## config.mk

```make
export PLATFORM = sky130hd
export DESIGN_NAME = qu8add_ctrl
export DESIGN_NICKNAME = d
export VERILOG_FILES = /design/src/rtl/qu8add_pkg.sv /design/src/rtl/qu8add_ctrl.sv
export SDC_FILE = /design/constraint.sdc
export NUM_CORES = 1
export LEC_CHECK = 0
export BUFFER_PORTS_ARGS = -buffer_cell sky130_fd_sc_hd__buf_2
export CAP_MARGIN = 10
export CORE_MARGIN = 3
export CORE_UTILIZATION = 61
export CTS_CLUSTER_SIZE = 12
export DETAILED_ROUTE_END_ITERATION = 6
export PLACE_DENSITY = 0.84
export SETUP_SLACK_MARGIN = 0.1
export SYNTH_ARGS = -nofsm -noshare
export SYNTH_HDL_FRONTEND = slang
export SYNTH_SLANG_ARGS = --single-unit
export TNS_END_PERCENT = 50
```

## constraint.sdc

```tcl
create_clock -name i_clk -period 6.8 [get_ports i_clk]
set_clock_uncertainty 0.2 [all_clocks]
set_input_delay 0.34 -clock i_clk [delete_from_list [all_inputs] [get_ports i_clk]]
set_output_delay 0.34 -clock i_clk [all_outputs]
set_load 0.02 [all_outputs]
```

## src/rtl/qu8add_pkg.sv

```systemverilog
`default_nettype none

package qu8add_pkg;

    // Defaults for the top-level parameters
    localparam int DEF_MAX_CHANNELS   = 64;
    localparam int DEF_COEF_FRAC_BITS = 16;

    // Field and register widths
    localparam int VAL_W   = 8;
    localparam int CHF_W   = 6;
    localparam int SEL_W   = 3;
    localparam int COEF_W  = 32;
    localparam int CHC_W   = 7;
    localparam int SPC_W   = 25;
    localparam int POS_W   = 24;
    localparam int CFGI_W  = 2;
    localparam int CFGD_W  = 32;

    // Datapath widths: element times coefficient, dequantized sum, scale half, partial product, accumulator
    localparam int DQ_W    = 42;
    localparam int SUM_W   = 43;
    localparam int MOP_W   = 17;
    localparam int PROD_W  = 60;
    localparam int ACC_W   = 76;

    // Operation codes
    localparam logic OP_DATA = 1'b0;
    localparam logic OP_COEF = 1'b1;

    // Coefficient selects
    localparam logic [SEL_W-1:0] SEL_A_SCALE   = 3'd0;
    localparam logic [SEL_W-1:0] SEL_A_SHIFT   = 3'd1;
    localparam logic [SEL_W-1:0] SEL_B_SCALE   = 3'd2;
    localparam logic [SEL_W-1:0] SEL_B_SHIFT   = 3'd3;
    localparam logic [SEL_W-1:0] SEL_OUT_SCALE = 3'd4;
    localparam logic [SEL_W-1:0] SEL_OUT_SHIFT = 3'd5;

    // Configuration register indexes
    localparam logic [CFGI_W-1:0] CFG_LAYOUT        = 2'd0;
    localparam logic [CFGI_W-1:0] CFG_CHANNEL_COUNT = 2'd1;
    localparam logic [CFGI_W-1:0] CFG_SPATIAL_COUNT = 2'd2;
    localparam logic [CFGI_W-1:0] CFG_UPPER_LIMIT   = 2'd3;

    // Controller to datapath commands
    typedef struct packed {
        logic rd_en;    // latch operands, read coefficient tables
        logic wr_en;    // write one coefficient
        logic do_prod;  // scale each operand
        logic do_sum;   // add dequantized operands
        logic do_mlo;   // low half of output scale product plus shift
        logic do_mhi;   // add high half of output scale product
        logic do_out;   // round, clamp, load result register
    } t_dp_cmd;

endpackage

`default_nettype wire

```

## src/rtl/qu8add_ctrl.sv

```systemverilog
`default_nettype none

module qu8add_ctrl #(
    parameter int MAX_CHANNELS = qu8add_pkg::DEF_MAX_CHANNELS,
    localparam int CH_W = (MAX_CHANNELS > 1) ? $clog2(MAX_CHANNELS) : 1
) (
    input  wire                              i_clk,
    input  wire                              i_rst_n,
    input  wire                              i_in_valid,
    output logic                             o_in_stall,
    input  wire                              i_operation,
    input  wire [qu8add_pkg::CHF_W-1:0]      i_coef_channel,
    output logic                             o_out_valid,
    input  wire                              i_out_stall,
    output logic [qu8add_pkg::CHF_W-1:0]     o_result_channel,
    output logic                             o_tensor_end,
    input  wire                              i_layout,
    input  wire [qu8add_pkg::CHC_W-1:0]      i_channel_count,
    input  wire [qu8add_pkg::SPC_W-1:0]      i_spatial_count,
    output qu8add_pkg::t_dp_cmd              o_cmd,
    output logic [CH_W-1:0]                  o_rd_addr
);

    localparam logic [2:0] ST_IDLE = 3'd0;
    localparam logic [2:0] ST_PROD = 3'd1;
    localparam logic [2:0] ST_SUM  = 3'd2;
    localparam logic [2:0] ST_MLO  = 3'd3;
    localparam logic [2:0] ST_MHI  = 3'd4;
    localparam logic [2:0] ST_OUT  = 3'd5;

    localparam logic [qu8add_pkg::SPC_W-1:0] SP_MAX = 25'h1000000;

    logic [2:0]                     r_state, n_state;
    logic [CH_W-1:0]                r_ch, n_ch;
    logic [qu8add_pkg::POS_W-1:0]   r_pos, n_pos;
    logic [CH_W-1:0]                r_item_ch;
    logic                           r_item_end;
    logic                           r_out_valid;
    logic [qu8add_pkg::CHF_W-1:0]   r_out_ch;
    logic                           r_out_end;

    logic [31:0]                    w_cnt;
    logic [CH_W-1:0]                w_nch_m1;
    logic [qu8add_pkg::POS_W-1:0]   w_nsp_m1;
    logic [CH_W-1:0]                w_cur_ch;
    logic                           w_last_ch, w_last_pos;
    logic                           w_accept, w_data_acc, w_out_free;

    assign w_cnt = 32'(i_channel_count);

    always_comb begin
        if (w_cnt == 32'd0) begin
            w_nch_m1 = '0;
        end else if (w_cnt > 32'(MAX_CHANNELS)) begin
            w_nch_m1 = CH_W'(MAX_CHANNELS - 1);
        end else begin
            w_nch_m1 = CH_W'(w_cnt - 32'd1);
        end
        if (i_spatial_count == '0) begin
            w_nsp_m1 = '0;
        end else if (i_spatial_count > SP_MAX) begin
            w_nsp_m1 = '1;
        end else begin
            w_nsp_m1 = qu8add_pkg::POS_W'(i_spatial_count - 25'd1);
        end
    end

    assign w_last_ch  = (r_ch >= w_nch_m1);
    assign w_last_pos = (r_pos >= w_nsp_m1);
    assign w_cur_ch   = w_last_ch ? w_nch_m1 : r_ch;

    assign o_in_stall = (r_state != ST_IDLE);
    assign w_accept   = i_in_valid && !o_in_stall;
    assign w_data_acc = w_accept && (i_operation == qu8add_pkg::OP_DATA);
    assign w_out_free = !r_out_valid || !i_out_stall;

    always_comb begin
        o_cmd         = '0;
        o_cmd.rd_en   = w_data_acc;
        o_cmd.wr_en   = w_accept && (i_operation == qu8add_pkg::OP_COEF)
                        && (32'(i_coef_channel) < 32'(MAX_CHANNELS));
        o_cmd.do_prod = (r_state == ST_PROD);
        o_cmd.do_sum  = (r_state == ST_SUM);
        o_cmd.do_mlo  = (r_state == ST_MLO);
        o_cmd.do_mhi  = (r_state == ST_MHI);
        o_cmd.do_out  = (r_state == ST_OUT) && w_out_free;
    end

    assign o_rd_addr = w_cur_ch;

    always_comb begin
        n_state = r_state;
        case (r_state)
            ST_IDLE: begin
                if (w_data_acc) n_state = ST_PROD;
            end
            ST_PROD: n_state = ST_SUM;
            ST_SUM:  n_state = ST_MLO;
            ST_MLO:  n_state = ST_MHI;
            ST_MHI:  n_state = ST_OUT;
            ST_OUT: begin
                if (w_out_free) n_state = ST_IDLE;
            end
            default: n_state = ST_IDLE;
        endcase
    end

    // Advance the channel and position counters on each data word
    always_comb begin
        n_ch  = r_ch;
        n_pos = r_pos;
        if (w_data_acc) begin
            if (i_layout == 1'b0) begin
                if (w_last_pos) begin
                    n_pos = '0;
                    n_ch  = w_last_ch ? '0 : r_ch + CH_W'(1);
                end else begin
                    n_pos = r_pos + qu8add_pkg::POS_W'(1);
                end
            end else begin
                if (w_last_ch) begin
                    n_ch  = '0;
                    n_pos = w_last_pos ? '0 : r_pos + qu8add_pkg::POS_W'(1);
                end else begin
                    n_ch = r_ch + CH_W'(1);
                end
            end
        end
    end

    always_ff @(posedge i_clk) begin
        if (!i_rst_n) begin
            r_state     <= ST_IDLE;
            r_ch        <= '0;
            r_pos       <= '0;
            r_out_valid <= 1'b0;
        end else begin
            r_state <= n_state;
            r_ch    <= n_ch;
            r_pos   <= n_pos;
            if (o_cmd.do_out) begin
                r_out_valid <= 1'b1;
            end else if (!i_out_stall) begin
                r_out_valid <= 1'b0;
            end
        end
    end

    always_ff @(posedge i_clk) begin
        if (w_data_acc) begin
            r_item_ch  <= w_cur_ch;
            r_item_end <= w_last_ch && w_last_pos;
        end
        if (o_cmd.do_out) begin
            r_out_ch  <= qu8add_pkg::CHF_W'(r_item_ch);
            r_out_end <= r_item_end;
        end
    end

    assign o_out_valid      = r_out_valid;
    assign o_result_channel = r_out_ch;
    assign o_tensor_end     = r_out_end;

endmodule

`default_nettype wire

```

# Word-level counts from Yosys, hierarchy flattened
# Cells that the tools add are included.
# W data, S select, Z words.
dict set report totals {
  ff_bits 48
  out_inout_bits 22
  input_bits 44
}
dict set report op_classes {
  bitwise 1
  n_reduce_logical 17
  order_cmp 4
  mux 16
  n_eq_ne 9
  n_addsub 4
}
# op n
set ops {}
lappend ops {{$mux W24} 5}
lappend ops {{$mux W6} 6}
lappend ops {{$logic_not A32 Y1} 1}
lappend ops {{$gt A25 B25 Y1 const B} 1}
lappend ops {{$logic_not A25 Y1} 1}
lappend ops {{$add A24 B1 Y24 const B} 1}
lappend ops {{$ge A24 B24 Y1} 1}
lappend ops {{$sub A24 B1 Y24 const B} 1}
lappend ops {{$pmux W3 S6} 1}
lappend ops {{$gt A7 B7 Y1 const B} 1}
lappend ops {{$add A6 B1 Y6 const B} 1}
lappend ops {{$eq A3 B2 Y1 const B} 2}
lappend ops {{$eq A3 B3 Y1 const B} 2}
lappend ops {{$ge A6 B6 Y1} 1}
lappend ops {{$mux W3} 2}
lappend ops {{$reduce_and A2 Y1} 3}
lappend ops {{$sub A6 B1 Y6 const B} 1}
lappend ops {{$logic_and A1 B1 Y1} 5}
lappend ops {{$ne A2 B1 Y1 const B} 2}
lappend ops {{$ne A2 B2 Y1 const B} 2}
lappend ops {{$eq A3 B1 Y1 const B} 1}
lappend ops {{$logic_not A1 Y1} 3}
lappend ops {{$logic_not A3 Y1} 1}
lappend ops {{$reduce_bool A3 Y1} 1}
lappend ops {{4 further kinds} 5}

# Logic depth before layout (Yosys ltp)
# Gate-level depths: netlist of run 1.
dict set report logic_depth {
  ltp_word 7
  depth_mapped 18
}

# Worst setup path after synthesis of run 1
# No wires, ideal clock.
dict set report synth_path {
  path_kind {in2reg}
  startpoint {input port i_spatial_count[7] (netlist bit)}
  endpoint {register r_ch[5]}
  arrival_time_ps 4037
  path_buffers 1
  path_slack_ps 2493
  path_stages 15
  cell_sequence {nor4_2 and2_1 or3b_1 buf_6 or2_2 nor3_1 mux2_2 nor2_1 ha_1 nand4_1 or4_1 nor4_2 o31ai_1 or4_1 a21boi_1}
}
dict set report synth_via {
  elab_chain_len 6
  word_cells_on_any_way 8
  classes_between {add/sub: 1; order compare: 2; mux: 2; reduce/logical: 3}
}
# item line_no
set synth_rtl {}
lappend synth_rtl {{from (decl)} qu8add_ctrl.sv:19} ;# input wire [qu8add_pkg::SPC_W-1:0] i_spatial_count,
lappend synth_rtl {{$sub A24 B1 Y24 or $gt A25 B25 Y1 (tied branches)} {qu8add_ctrl.sv:64, qu8add_ctrl.sv:61}}
lappend synth_rtl {{$mux W24} qu8add_ctrl.sv:61} ;# end else if (i_spatial_count > SP_MAX) begin
lappend synth_rtl {{$mux W24 *} qu8add_ctrl.sv:59} ;# if (i_spatial_count == '0) begin
lappend synth_rtl {{$ge A24 B24 Y1 *} qu8add_ctrl.sv:69} ;# assign w_last_pos = (r_pos >= w_nsp_m1);
lappend synth_rtl {{$reduce_bool A2 Y1 (no line) *} --}
lappend synth_rtl {{$reduce_and A2 Y1 (no line) *} --}
lappend synth_rtl {{to (signal assigned)} qu8add_ctrl.sv:139} ;# r_ch <= n_ch;
lappend synth_rtl {{to (decl)} qu8add_ctrl.sv:34} ;# logic [CH_W-1:0] r_ch, n_ch;
# Every way passes the cells marked *; elsewhere a longest branch is shown, timed or not.
# A chain may end at the register's enable or synchronous reset.

# Final worst setup path of run 1
dict set report layout_path {
  startpoint {input port i_spatial_count[3] (netlist bit)}
  endpoint {register r_ch[5]}
}
# Same word-level chain as after synthesis.

==> results of run 1 <==
[critical path, stage by stage]
cell,delay (ns)
buf_2,0.13
nor4_2,0.39
nand2_1,0.19
or3b_1,0.53
or2_2,0.39
nor3_1,0.23
mux2_2,0.36
nor2_1,0.09
ha_1,0.15
nand4_1,0.12
or4_1,0.58
nor4_2,0.43
o31ai_1,0.32
or4_1,0.57
a21boi_1,0.16
[metrics by stage]
step	setup slack (ns)	instances	cell area [sq um]	utilization [%]	hold slack (ns)
final	1.86	558	4030	71.3	0.151
after detailed placement	1.58	550	3940	69.8	0.205
after floorplan	2.49	439	3650	-	0.200
after CTS	1.91	558	4030	71.3	0.143
after global routing	1.48	558	4030	71.3	0.142
after global placement	1.74	550	3940	69.8	0.204
[layout by cell type, fill, tap and decap left out, types with 3 or more instances in the layout]
master	synthesis	final
a211oi_1	3	3
a21o_1	3	3
a21oi_1	29	29
a21oi_2	3	3
and2_1	7	7
and3_1	10	10
and4_1	5	5
buf_2	4	59
clkbuf_8	0	5
dfxtp_1	34	34
edfxtp_1	14	14
ha_1	35	35
inv_1	11	11
nand2_1	36	36
nand2b_1	5	5
nand3_1	21	21
nand3b_1	3	3
nand4_1	12	12
nor2_1	54	54
nor3_1	13	13
nor3b_1	5	5
nor4_1	4	4
nor4_2	3	3
o21a_1	5	5
o21ai_0	23	23
or2_2	3	3
or4_1	4	4
xnor2_1	16	16
xor2_1	27	27
[power by group through the flow]
stage	combinational [mW]	clock [mW]	sequential [mW]
3_5_place_dp	0.0955	0	0.313
3_3_place_gp	0.0919	0	0.313
6_report	0.0957	0.163	0.307
2_1_floorplan	0.0679	0	0.309
5_1_grt	0.108	0.179	0.308
4_1_cts	0.0961	0.165	0.307
[kinds of logic after synthesis]
group                    synth area share, %
AO/OA/AOI/OAI                           14.5
XOR/XNOR                                10.3
adder cells (fa/ha/maj)                 12.0
buffers and inverters                   3.84
flip-flops                              30.2
multiplexers                           0.583
AND/OR/NAND/NOR                         28.5
[worst paths after layout]
| kind | start | end | cells after the start |
|---|---|---|---|
| setup / recovery | i_spatial_count[3] | r_ch[5] | 15 |
| hold / removal | i_out_stall | o_out_valid | 3 |
| setup reg to reg | r_state[0] | r_pos[8] | 8 |
| hold reg to reg | r_item_end | o_tensor_end | 0 |
[area by class of cell]
cell class	instances	area share, %
multi-input cells	360	59.9
flip-flops and latches	48	27.4
repair buffers	59	7.34
well taps	72	2.24
clock buffers	6	1.80
inverters	11	1.03
clock inverters	2	0.311
[metal layers]
layer	part of all wire, %	vias to the layer above
met3	3.3	12
li1	-	1667
met5	0	-
met4	1.3	0
met2	49	46
met1	47	1504
[state kept, by name (all words and copies together), names as in the netlist]
name	cells
r_item_ch	6
r_ch	6
o_tensor_end	1
o_result_channel	6
r_pos	24
r_state	3
o_out_valid	1
r_item_end	1
[synth_stat cells (all sizes together), types with 2 or more instances]
library cell	count	area share [%]
xor2	27	6.5
dfxtp	34	19
nand2	37	4.0
a22oi	2	0.69
clkbuf	13	1.3
ha	35	12
o2bb2ai	2	0.48
inv	11	1.1
a21boi	4	0.82
o21ai	24	3.3
and4	5	1.2
a21o	3	0.62
nand4	12	2.1
and2	7	1.2
or2	3	0.51
o41ai	2	0.48
nor3	13	1.8
nor4	8	2.3
nor3b	6	1.4
nand3	21	2.9
a21oi	32	4.7
a211oi	3	0.62
buf	7	1.4
o21a	5	1.0
edfxtp	14	12
and3	10	1.7
or4	5	1.1
nand3b	3	0.62
nand2b	5	0.86
or3	2	0.38
nor2	54	5.6
xnor2	16	3.8
==> impl_summary.log, run 1 <==
INFO  metric postCtsHoldBufs = 0
INFO  metric setup_tns = 0 ns
INFO  metric buffer_depth_of_the_longest_clock_path = 2
INFO  metric detail_route.first_pass.iterations = 4
INFO  metric die_area = 6940 sq um
INFO  metric 1st_iter_drt_viols = 148
INFO  metric multiInputGateArea = 2410 sq um
INFO  metric postSynthCellCount = 439
INFO  metric global_route.usage.total = 22.2%
INFO  metric top_level_ports = 66
INFO  metric synth.distinct_cells = 57
INFO  metric syn-mean-instance-area = 8.31 sq um
INFO  metric achievable-frequency = 202 MHz
INFO  metric area_growth = 10.4%
INFO  metric clk_root_buffer_cell = clkbuf_8
INFO  metric critical_path.max_fanout = 12
INFO  metric post_synthesis_instance_area = 3650 sq um
INFO  metric post-dp-hpwl = 5.97 mm
INFO  metric criticalPathCategory = primary input to register
INFO  metric worstHoldPathType = primary input to register
INFO  metric synth_edf_count = 14
INFO  metric syn_nets = 518
INFO  metric netSwitchingFraction = 27.2%
INFO  metric final_routed_drc_violation_total = 0
INFO  metric num_antenna_cells = 0
INFO  metric seq_power_share = 54.2%
INFO  metric finalSetupViolations = 0
INFO  metric cp-start-kind = primary input
INFO  metric final-hold-violation-count = 0
INFO  metric vias_per_cell = 5.79
INFO  metric cts_inserted_buffers = 5
INFO  metric htreeDepth = 2
INFO  metric tritoncts = yes
INFO  metric intPower = 412 uW
INFO  metric post_cts_repair_timing_setup_buffer_count = 0
INFO  metric post-route-min-period = 4.94 ns
INFO  metric synth_sequential_area_ratio = 30.2%
INFO  metric p_per_area = 140 nW/um^2
INFO  metric setup.worst_path.end_class = register
INFO  metric core-area = 5640 sq um
INFO  metric comb_power_share = 16.9%
INFO  metric cellLeakagePower = 1.70 nW
INFO  metric clkLatencyLatePin = 0.30 ns
INFO  metric n_fill_cell = 469
INFO  metric p_sw = 154 uW
INFO  metric vdd.ir_drop.worst = 129 uV
INFO  metric globalRoute.busiestLayer = met2
INFO  metric cp.arrival = 4.97 ns
INFO  metric report.final.slew_viol_count = 0
INFO  metric routedWlPerCell = 13.7 um
INFO  metric grt_start_max_net_pins = 27
INFO  metric final_net_count = 564
INFO  metric worst-r2r-setup-slack = 2.95 ns
INFO  metric final-seq-area = 1100 sq um
INFO  metric grt_use_met1 = 29.1%
INFO  metric use_met3 = 4.27%
INFO  metric vias_post_dr = 3229
INFO  metric cts.repair.resized = 0
INFO  metric use_met2 = 37.1%
INFO  metric synthesis.yosys.warnings = 0
INFO  metric rsz0062_at_grt = false
INFO  metric finalPower = 565 uW
INFO  metric die_height = 83.3 um
INFO  metric wl = 7.67 mm
INFO  metric row_count = 27
INFO  metric max_slew.worst_pin.slew = 1.19 ns
INFO  metric place.gp.congestion = 0.869
INFO  metric worstPathRequired = 6.83 ns
INFO  metric clkSlewWorstSetupHoldPaths = 0.08 ns
INFO  metric drt.antenna.violating_nets = 0
INFO  metric clkSinkCount = 48
INFO  metric initial_utilization = 64.6%
INFO  metric grt_first_pass_wirelength = 13.1 mm
INFO  metric clockPowerShare = 28.9%
INFO  metric synth_top_flop_cell = dfxtp_1
INFO  metric die_w = 83.3 um
INFO  metric cap_violations = 0
INFO  metric async_reset_ff_share = 0%
INFO  metric initial_antenna_violation_count = 0
INFO  metric drive_gt1_share = 17.7%
INFO  metric final.period_utilization = 72.7%
INFO  metric number_of_global_route_vias_before_repair = 2948
INFO  metric run_status = finished, final reports clean
INFO  metric globalRoute.totalOverflow = 0
INFO  metric max_slew_margin = 19.9%
INFO  metric total_of_flip_flops_plus_latches_after_synthesis = 48
INFO  metric port_buffer_count = 59
No activity file was read; power rests on OpenSTA's default activity.
==> inputs of run 2 (changes only) <==
--- a/config.mk
+++ b/config.mk
@@ -8,10 +8,10 @@
 export BUFFER_PORTS_ARGS = -buffer_cell sky130_fd_sc_hd__buf_2
 export CAP_MARGIN = 10
 export CORE_MARGIN = 3
-export CORE_UTILIZATION = 61
+export CORE_UTILIZATION = 57
 export CTS_CLUSTER_SIZE = 12
 export DETAILED_ROUTE_END_ITERATION = 6
-export PLACE_DENSITY = 0.84
+export PLACE_DENSITY = 0.79
 export SETUP_SLACK_MARGIN = 0.1
 export SYNTH_ARGS = -nofsm -noshare
 export SYNTH_HDL_FRONTEND = slang
==> constraint.sdc (replaced) <==
create_clock -name i_clk -period 4.7 [get_ports i_clk]
set_clock_uncertainty 0.2 [all_clocks]
set_input_delay 0.235 -clock i_clk [delete_from_list [all_inputs] [get_ports i_clk]]
set_output_delay 0.235 -clock i_clk [all_outputs]
set_load 0.02 [all_outputs]
==> impl_summary.log, run 2 (synthesis gave the netlist of run 1 again) <==
INFO  metric cts.repair.resized = 0 (unchanged)
INFO  metric final.period_utilization = 93.5%
INFO  metric critPathBufInv = 1 (unchanged)
INFO  metric critical_path.cell_chain = buf_2 > nor4_2 > and2_1 > or3b_1 > or2_2 > nor3_1 > mux2_2 > nor2_1 > ha_1 > nand4_1 > or4_1 > nor4_2 > o31ai_1 > or4_1 > a21boi_1
INFO  metric globalRoute.totalOverflow = 0 (unchanged)
INFO  metric top_level_ports = 66 (unchanged)
INFO  metric post-route-min-period = 4.40 ns
INFO  metric drt.antenna.violating_nets = 0 (unchanged)
INFO  metric run_status = finished, final reports clean
INFO  metric max_slew_margin = 21.2% (+1.3 points)
INFO  metric achievable-frequency = 228 MHz
INFO  metric place.gp.congestion = 0.869 (about the same)
INFO  metric final_routed_drc_violation_total = 0 (unchanged)
INFO  metric core-area = 6060 sq um (+7.4%)
INFO  metric worst-r2r-setup-slack = 1.71 ns (-1.24 ns)
INFO  metric finalSetupViolations = 0 (unchanged)
INFO  metric worst_path_max_delay_cell = or4_1
INFO  metric num_antenna_cells = 0 (unchanged)
INFO  metric htreeDepth = 2 (unchanged)
INFO  metric drive_gt1_share = 19.4% (+1.7 points)
INFO  metric layout.cells.most_common_list = 59 x buf_2, 54 x nor2_1, 36 x nand2_1
INFO  metric final-seq-area = 1100 sq um (unchanged)
INFO  metric clkSinkCount = 48 (unchanged)
INFO  metric tritoncts = yes
INFO  metric initial_utilization = 60.2% (-4.5 points)
INFO  metric cp.arrival = 4.42 ns (-0.55 ns)
INFO  metric post_cts_repair_timing_setup_buffer_count = 0 (unchanged)
INFO  metric die_height = 86.0 um (+3.2%)
INFO  metric setup.worst_path.end_class = register
INFO  metric max_slew.worst_pin.slew = 1.18 ns (-0.0137 ns)
INFO  metric path_delay_family = simple AND/OR/NAND/NOR gates
INFO  metric grt_start_max_net_pins = 27 (unchanged)
INFO  metric detail_route.first_pass.iterations = 6 (+2)
INFO  metric cp-start-kind = primary input
INFO  metric 1st_iter_drt_viols = 172 (+16%)
INFO  metric die_w = 86.0 um (+3.2%)
INFO  metric post-dp-hpwl = 6.15 mm (+3.0%)
INFO  metric vdd.ir_drop.worst = 211 uV (+63%)
INFO  metric finalPower = 893 uW (+58%)
INFO  metric buffer_depth_of_the_longest_clock_path = 2 (unchanged)
INFO  metric wl = 7.80 mm (+1.7%)
INFO  metric vias_per_cell = 5.70 (-1.4%)
INFO  metric post-route-cell-area = 4130 sq um (+2.6%)
INFO  metric postCtsHoldBufs = 0 (unchanged)
INFO  metric setup_tns = 0 ns (unchanged)
INFO  metric p_per_area = 216 nW/um^2 (+54%)
INFO  metric global_route.usage.total = 21.6% (-0.60 points)
INFO  metric clkSlewWorstSetupHoldPaths = 0.09 ns (about the same)
INFO  metric report.final.slew_viol_count = 0 (unchanged)
INFO  metric criticalPathCategory = primary input to register
INFO  metric cap_violations = 0 (unchanged)
INFO  metric layout.core_utilization = 68.2% (-3.2 points)
INFO  metric critical_path.max_fanout = 4 (-8)
INFO  metric final-hold-violation-count = 0 (unchanged)
INFO  metric worstPathRequired = 4.73 ns (-2.10 ns)
INFO  metric n_fill_cell = 513 (+9.4%)
INFO  metric mostFrequentLayoutCell = buf_2
INFO  metric grt_first_pass_wirelength = 13.3 mm (+1.2%)
INFO  metric slowest_delay = 0.58 ns (about the same)
INFO  metric vias_post_dr = 3245 (+0.50%)
INFO  metric cts_inserted_buffers = 5 (unchanged)
INFO  metric rsz0062_at_grt = false
INFO  metric area_growth = 13.3%
INFO  metric row_count = 28 (+3.7%)
INFO  metric initial_antenna_violation_count = 0 (unchanged)
INFO  metric die_area = 7390 sq um (+6.5%)
INFO  metric clkLatencyLatePin = 0.30 ns (about the same)
INFO  metric worstHoldPathType = primary input to register
INFO  metric port_buffer_count = 59 (unchanged)
INFO  metric multiInputGateArea = 2410 sq um (unchanged)
INFO  metric number_of_global_route_vias_before_repair = 2986 (+1.3%)
INFO  metric largest_register_ffs = 24 (unchanged)
INFO  metric final_net_count = 572 (+1.4%)
INFO  metric dpl_cell_area = 4020 sq um (+1.9%)
INFO  metric cellLeakagePower = 1.76 nW (+3.3%)
INFO  metric routedWlPerCell = 13.7 um (-0.22%)
INFO  metric clk_root_buffer_cell = clkbuf_8
INFO  metric top_register = r_pos
run 2: power breakdown:
group	internal, mW	switching (mW)	total, mW	leakage (nW)
registers	0.435	0.00966	0.444	0.404
logic	0.0607	0.0841	0.145	1.30
clock network	0.160	0.144	0.304	0.0548
total	0.656	0.238	0.893	1.76
run 2: final cells by class:
cell class | instances | share of cell area [%]
inverters | 11 | 0.999
clock inverters | 3 | 1.12
well taps | 75 | 2.27
clock buffers | 5 | 1.67
flip-flops and latches | 48 | 26.7
multi-input cells | 360 | 58.4
repair buffers | 67 | 8.90
run 2: final timing paths:
kind	from	end	cells past startpoint
min reg2reg	r_item_end	o_tensor_end	0
max reg2reg	r_ch[0]	r_pos[8]	10
max	i_spatial_count[7]	r_ch[4]	15
min	i_out_stall	o_out_valid	3
run 2: metal layers:
layer	part of all wire [%]	GRT usage [%]	vias to the layer above
li1	-	-	1686
met3	3.8	3.65	12
met2	48	35.2	59
met5	0	0	-
met4	1.1	5.18	0
met1	47	29.9	1488
run 2: through the flow:
step                      std cells  hold WS, ns  setup slack [ns]
after floorplan                 439        0.161             0.498
after global placement          561        0.207             0.200
after detailed placement        561        0.205            0.0176
after CTS                       569       0.0430             0.330
after global routing            569       0.0879             0.107
final                           569       0.0489             0.305
run 2: worst min-delay path: cells and delay by family:
kind | cells | cell delay, ns
buffers and inverters | 1 | 0.11
and+or+nand+nor | 1 | 0.08
AOI/OAI and AO/OA | 1 | 0.07
